`src/rtl/aligned_index_interpolator_defines.svh`:
```
// Assertion macros for the aligned index interpolator.
// Depends on nothing; users supply clk and rst_n in scope.
`ifndef ALIGNED_INDEX_INTERPOLATOR_DEFINES_SVH
`define ALIGNED_INDEX_INTERPOLATOR_DEFINES_SVH

// Check a property on every clock edge outside reset.
`define AII_ASSERT(lbl, prop, msg) \
  lbl: assert property (@(posedge clk) disable iff (!rst_n) (prop)) else $error(msg);

// Check a property on every clock edge, reset included.
`define AII_ASSERT_ALWAYS(lbl, prop, msg) \
  lbl: assert property (@(posedge clk) (prop)) else $error(msg);

`endif

```
`src/rtl/aii_pkg.sv`:
```
// Shared types and constants for the aligned index interpolator.
// Used by aii_cell and the top level; depends on nothing.
package aii_pkg;

  localparam int IDX_W = 16;
  localparam int SIZE_W = 17;
  localparam int MAX_ANCHORS_DEF = 64;

  localparam logic [1:0] CMD_CLEAR = 2'd0;
  localparam logic [1:0] CMD_APPEND = 2'd1;
  localparam logic [1:0] CMD_QUERY = 2'd2;

  localparam logic [1:0] ST_OK = 2'd0;
  localparam logic [1:0] ST_FULL = 2'd1;
  localparam logic [1:0] ST_BAD_ANCHOR = 2'd2;
  localparam logic [1:0] ST_BAD_QUERY = 2'd3;

  localparam logic CFG_LEFT_SIZE = 1'b0;
  localparam logic CFG_RIGHT_SIZE = 1'b1;

  typedef struct packed {
    logic [1:0]       cmd;
    logic [IDX_W-1:0] anchor_left;
    logic [IDX_W-1:0] anchor_right;
    logic [IDX_W-1:0] query_index;
    logic             right_by_left;
  } in_word_t;

  typedef struct packed {
    logic [IDX_W-1:0] mapped_index;
    logic             exact_hit;
    logic [1:0]       status;
  } out_word_t;

  // Search token that walks down the anchor cells.
  typedef struct packed {
    logic             valid;
    logic             fwd;
    logic [IDX_W-1:0] key;
    logic             hit;
    logic [IDX_W-1:0] hv;
    logic             has_p;
    logic [IDX_W-1:0] pk;
    logic [IDX_W-1:0] pv;
    logic             has_n;
    logic [IDX_W-1:0] nk;
    logic [IDX_W-1:0] nv;
  } token_t;

endpackage

```
`src/rtl/aii_cell.sv`:
```
// One anchor cell: holds one anchor pair and refines the search token.
// Depends on aii_pkg.
module aii_cell #(
  parameter int CELL_IDX = 0,
  parameter int CNT_W = 7
) (
  input  logic                   clk,
  input  logic                   rst_n,
  input  logic                   wr_en,
  input  logic [aii_pkg::IDX_W-1:0] wr_left,
  input  logic [aii_pkg::IDX_W-1:0] wr_right,
  input  logic [CNT_W-1:0]       count,
  input  aii_pkg::token_t        tok_in,
  output aii_pkg::token_t        tok_out
);
  import aii_pkg::*;

  logic [IDX_W-1:0] left_r;
  logic [IDX_W-1:0] right_r;
  logic             active;
  logic [IDX_W-1:0] ks;
  logic [IDX_W-1:0] vs;
  token_t           tok_nxt;
  token_t           tok_r;

  assign active = CNT_W'(CELL_IDX) < count;
  assign ks = tok_in.fwd ? left_r : right_r;
  assign vs = tok_in.fwd ? right_r : left_r;

  always_comb begin
    tok_nxt = tok_in;
    if (active && !tok_in.hit) begin
      if (ks == tok_in.key) begin
        tok_nxt.hit = 1'b1;
        tok_nxt.hv = vs;
      end else if (ks < tok_in.key) begin
        tok_nxt.has_p = 1'b1;
        tok_nxt.pk = ks;
        tok_nxt.pv = vs;
      end else if (!tok_in.has_n) begin
        tok_nxt.has_n = 1'b1;
        tok_nxt.nk = ks;
        tok_nxt.nv = vs;
      end
    end
  end

  always_ff @(posedge clk) begin
    if (wr_en) begin
      left_r <= wr_left;
      right_r <= wr_right;
    end
  end

  always_ff @(posedge clk) begin
    if (!rst_n) begin
      tok_r <= '0;
    end else begin
      tok_r <= tok_nxt;
    end
  end

  assign tok_out = tok_r;

endmodule
```
`config.mk`:
```
export PLATFORM = sky130hd
export DESIGN_NAME = aii_cell
export DESIGN_NICKNAME = d
export VERILOG_FILES = /design/src/rtl/aligned_index_interpolator_defines.svh /design/src/rtl/aii_pkg.sv /design/src/rtl/aii_cell.sv
export SDC_FILE = /design/constraint.sdc
export NUM_CORES = 1
export LEC_CHECK = 0
export BUFFER_PORTS_ARGS = -buffer_cell sky130_fd_sc_hd__buf_2
export CAP_MARGIN = 20
export CORE_AREA = 2 2 137 139
export CTS_CLUSTER_DIAMETER = 100
export DETAILED_ROUTE_END_ITERATION = 16
export DIE_AREA = 0 0 139 141
export SLEW_MARGIN = 30
export SYNTH_ARGS = -nofsm -noshare
export SYNTH_HDL_FRONTEND = slang
export SYNTH_SLANG_ARGS = --single-unit
```
`constraint.sdc`:
```
create_clock -name clk -period 7.54 [get_ports clk]
set_clock_uncertainty 0.05 [all_clocks]
set_input_delay 0.754 -clock clk [delete_from_list [all_inputs] [get_ports clk]]
set_output_delay 0.754 -clock clk [all_outputs]
set_load 0.02 [all_outputs]
```
* After elaboration in Yosys (flattened, before gate mapping)
Index checks and enable logic that the tools add are counted.
Storage, ports and cells: bits in registers 133, logic and storage cells 26
Operators by class: order comparisons 2, muxes and demuxes 8, reduce and logical (&&, ||, !) cells 2, eq/ne operators 1
Operators by type and width (number):
- $mux W83 | 1
- $mux W33 | 2
- $mux W66 | 1
- $mux W16 | 2
- $mux W32 | 1
- $mux W17 | 1
- $eq A16 B16 Y1 | 1
- $lt A16 B16 Y1 | 1
- $lt A1 B7 Y1 const A | 1
- $logic_and A1 B1 Y1 | 1
- $logic_not A1 Y1 | 1

* Logic depth before layout (Yosys ltp)
word-level depth 5, depth in mapped cells 11, mapped depth without buffers 7

* Worst setup path before layout
No wires, ideal clock.
path type input -> register, start in tok_in[99] (netlist bit), end reg tok_r (netlist bit tok_out[10]), arrival 3265 ps, path slack 4107 ps, stages 10, buffers on the path 4, cell sequence clkbuf_1 > clkbuf_1 > mux2_2 > ha_1 > nand4_2 > a2111o_1 > a311o_1 > buf_6 > buf_12 > mux2i_1
Between the ends: word-level cells in the longest chain between the ends 5, elaborated cells between the ends (all ways) 8, classes of those cells order compare: 1; eq/ne: 1; mux: 6
RTL lines:
- start: declaration | RTL line aii_cell.sv:13 | input aii_pkg::token_t tok_in,
- $mux W16, on equally long branches | RTL line aii_cell.sv:27, aii_cell.sv:28
- $lt A16 B16 Y1 or $mux W32 (tied branches) | RTL line aii_cell.sv:36, aii_cell.sv:40
- $mux W33 | RTL line aii_cell.sv:36 | end else if (ks < tok_in.key) begin
- $mux W66 (*) | RTL line aii_cell.sv:33 | if (ks == tok_in.key) begin
- $mux W83 (*) | RTL line aii_cell.sv:32 | if (active && !tok_in.hit) begin
- end signal: assignment | RTL line aii_cell.sv:59 | tok_r <= tok_nxt;
- end: declaration | RTL line aii_cell.sv:24 | token_t tok_r;
Mark *: on every way between the ends. The rest lies on a longest branch, timed or not. A chain may end at the register's enable or synchronous reset.

* Final worst setup path
start in tok_in[99] (netlist bit), end reg tok_r (netlist bit tok_out[51])
Between the ends: word-level cells in the longest chain between the ends 5, elaborated cells between the ends (all ways) 6, classes of those cells order compare: 1; eq/ne: 1; mux: 4
RTL lines:
- $mux W16 (*) | RTL line aii_cell.sv:27 | assign ks = tok_in.fwd ? left_r : right_r;
- $lt A16 B16 Y1 | RTL line aii_cell.sv:36
- $mux W33 | RTL line aii_cell.sv:36
- $mux W66 (*) | RTL line aii_cell.sv:33
- $mux W83 (*) | RTL line aii_cell.sv:32
Marks and branches as above.

==> flow_metrics.tcl <==
set metrics [dict create \
    synth_edf_count 32 \
    nets 865 \
    rsz0062_at_grt "no" \
    ctsResizeCount 0 \
    grt_pass1_wl_mm 24.6 \
    hpwl_mm 13.0 \
    start_util_pct 29.4 \
    cp_max_fo 33 \
    clk_latency_ns 0.42 \
    hold_viol 0 \
    drc_errors 0 \
    irDropWorstVdd_mv 0.157 \
    postCtsSetupBuffers 0 \
    fillCellCount 1880 \
    stdcell_area_sq_um 7310 \
    antenna_left 0 \
    start_kind "input pin" \
    cts_tree "built" \
    critPathSlowestCell "buf_2" \
    grt_pass1_vias 4181 \
    drt_first_pass_iters 4 \
    worstSetupPathType "in -> reg" \
    maxSlewViolCount 0 \
    worstPathRequired_ns 7.83 \
    max_clock_freq_ghz 0.252 \
    grt_start_max_net_pins 75 \
    tns_ns 0 \
    p_per_area_nw_per_um2 264 \
    ys_seq_area_share_pct 55.6 \
    num_vias 4200 \
    portBuffers 243 \
    period_minus_slack_ns 3.96 \
    grt_overflow 0 \
    power.static_leakage_nw 3.92 \
    antenna_found_initial 1 \
    grt_usage_pct 17.0 \
    outcome "finished, final reports clean" \
    power_mw 1.93 \
    worstPathCellList "buf_2 -> mux2_2 -> ha_1 -> nand4_2 -> nor4_1 -> nand2b_1 -> nand4b_1 -> buf_4 -> mux2i_1" \
    place_area_sq_um 6730 \
    syn_avg_cell_area_sq_um 11.4 \
    multi_input_area_sq_um 2140 \
    cts_hold_buffers 0 \
    yosys_warnings 0 \
    async_reset_ff_share_pct 0 \
    ys_seq_elements 133 \
    num_rows 50 \
    cts_sinks 133 \
    slew_headroom_pct 45.0 \
    max-cap-violations 0 \
    fin_crit_sh_pct 52.5 \
    syn_area_sq_um 5360 \
    drt_wl_total_mm 16.6 \
    drive_above_1_share_pct 41.2 \
    worst_setup_path_end_kind "flip-flop" \
    io_pins 244 \
    syn_nets 630 \
    syn_to_final_growth_pct 36.3 \
    worstMarginPinSlew_ns 0.825 \
    drtIter0Drc 155 \
    setup_viol 0 \
    h-tree-depth 4 \
    finalWorstSetupSlack_ns 3.58 \
    dieWidth_um 139 \
    final_util_pct 40.0 \
    synth_flop_cell "dfxtp_1" \
    seqCellArea_sq_um 2980 \
    clockBufferDepth 2 \
    coreArea_sq_um 18300 \
    gp_congestion 0.863 \
    viasPerCell 4.40 \
    synth.distinct_cells 32 \
    synth_top_area_share_pct 37.7 \
    wl_per_cell_um 17.4 \
    synth_commonest_cells "dfxtp_1, nand2_1, mux2i_1, edfxtp_1, and2_1" \
    dieArea_sq_um 19600 \
    cts-root-buf "clkbuf_16" \
    yosys.area.top_type "dfxtp_1" \
    die_height_um 141 \
    hold_path_class "in -> reg" \
    synth_most_common_cell "dfxtp_1" \
    dp_slack_ns 3.16 \
    clkTransAtPathRegs_ns 0.06 \
    syn_inst 471 \
    cp_slowest_stage_delay_ns 0.63 \
    synth_area_leaders "dfxtp_1, edfxtp_1, mux2i_1" \
    numCtsBuffers 17 \
    crit_arrival_ns 4.25 \
]
## final cells by class
| cell class | instances | area share [%] |
|---|---|---|
| diodes | 1 | 0.0342 |
| clock buffers | 18 | 5.87 |
| clock inverters | 14 | 2.09 |
| well taps | 234 | 4.01 |
| repair buffers | 246 | 17.2 |
| inverters | 16 | 0.822 |
| flip-flops and latches | 133 | 40.8 |
| multi-input cells | 292 | 29.2 |
## cells by family (layout without fill, tap and decap cells)
logic type,after synthesis,after routing,share of synthesized area (%)
simple gates,145,145,12.5
flops,133,133,55.6
mux,96,96,18.3
buf+inv,46,294,4.60
compound gates,35,35,5.30
fa+ha+maj,16,16,3.73
other cells,0,1,0
## cell usage in the layout (no fill, tap or decap), types with 3 or more instances in the layout
cell        count
dfxtp_1       101
inv_1          16
clkbuf_16      17
buf_2         242
clkinvlp_4      4
edfxtp_1       32
ha_1           16
clkinv_4        3
and2_1         18
inv_6           3
mux2i_1        81
a21oi_1         8
nand2_1        97
nand2b_1       18
mux2_2         15
o211a_1        16
buf_4           3
nand4_1         4
## routing by layer
metal,vias up,global-route usage [%],routed length [um]
met3,26,4.55,883
met1,1927,20.7,7210
met5,-,0,0
li1,2091,-,-
met4,0,8.13,495
met2,156,28.0,7990
## report_power, final
group          total [mW]  internal (mW)  switching, mW
Combinational       0.302          0.122          0.180
Sequential          0.811          0.790         0.0208
Clock               0.819          0.489          0.330
Total                1.93           1.40          0.530
## final timing paths
| check | startpoint | to | slack, ns | cells after the start |
|---|---|---|---|---|
| setup / recovery | tok_in[99] | tok_out[51] | 3.58 | 9 |
| hold / removal | wr_right[9] | right_r[9] | 0.45 | 1 |
| setup reg to reg | left_r[11] | tok_out[51] | 4.27 | 8 |
| hold reg to reg | right_r[0] | tok_out[66] | 0.62 | 3 |
## state kept, by name, indices dropped and copies added, names as in the netlist
| register | count |
|---|---|
| tok_out | 101 |
| left_r | 16 |
| right_r | 16 |
## stage by stage
stage	hold slack, ns	cells
finish	0.450	954
detailed placement	0.611	921
CTS	0.424	953
global placement	0.610	920
global route	0.429	954
floorplan	0.546	471
## worst max-delay path, delay by kind of cell
kind	cells	cell delay (ns)
multiplexers	2	0.69
buffers and inverters	2	1.15
AND/OR/NAND/NOR	4	1.28
adder cells (fa/ha/maj)	1	0.33
(Power assumes the default switching activity.)
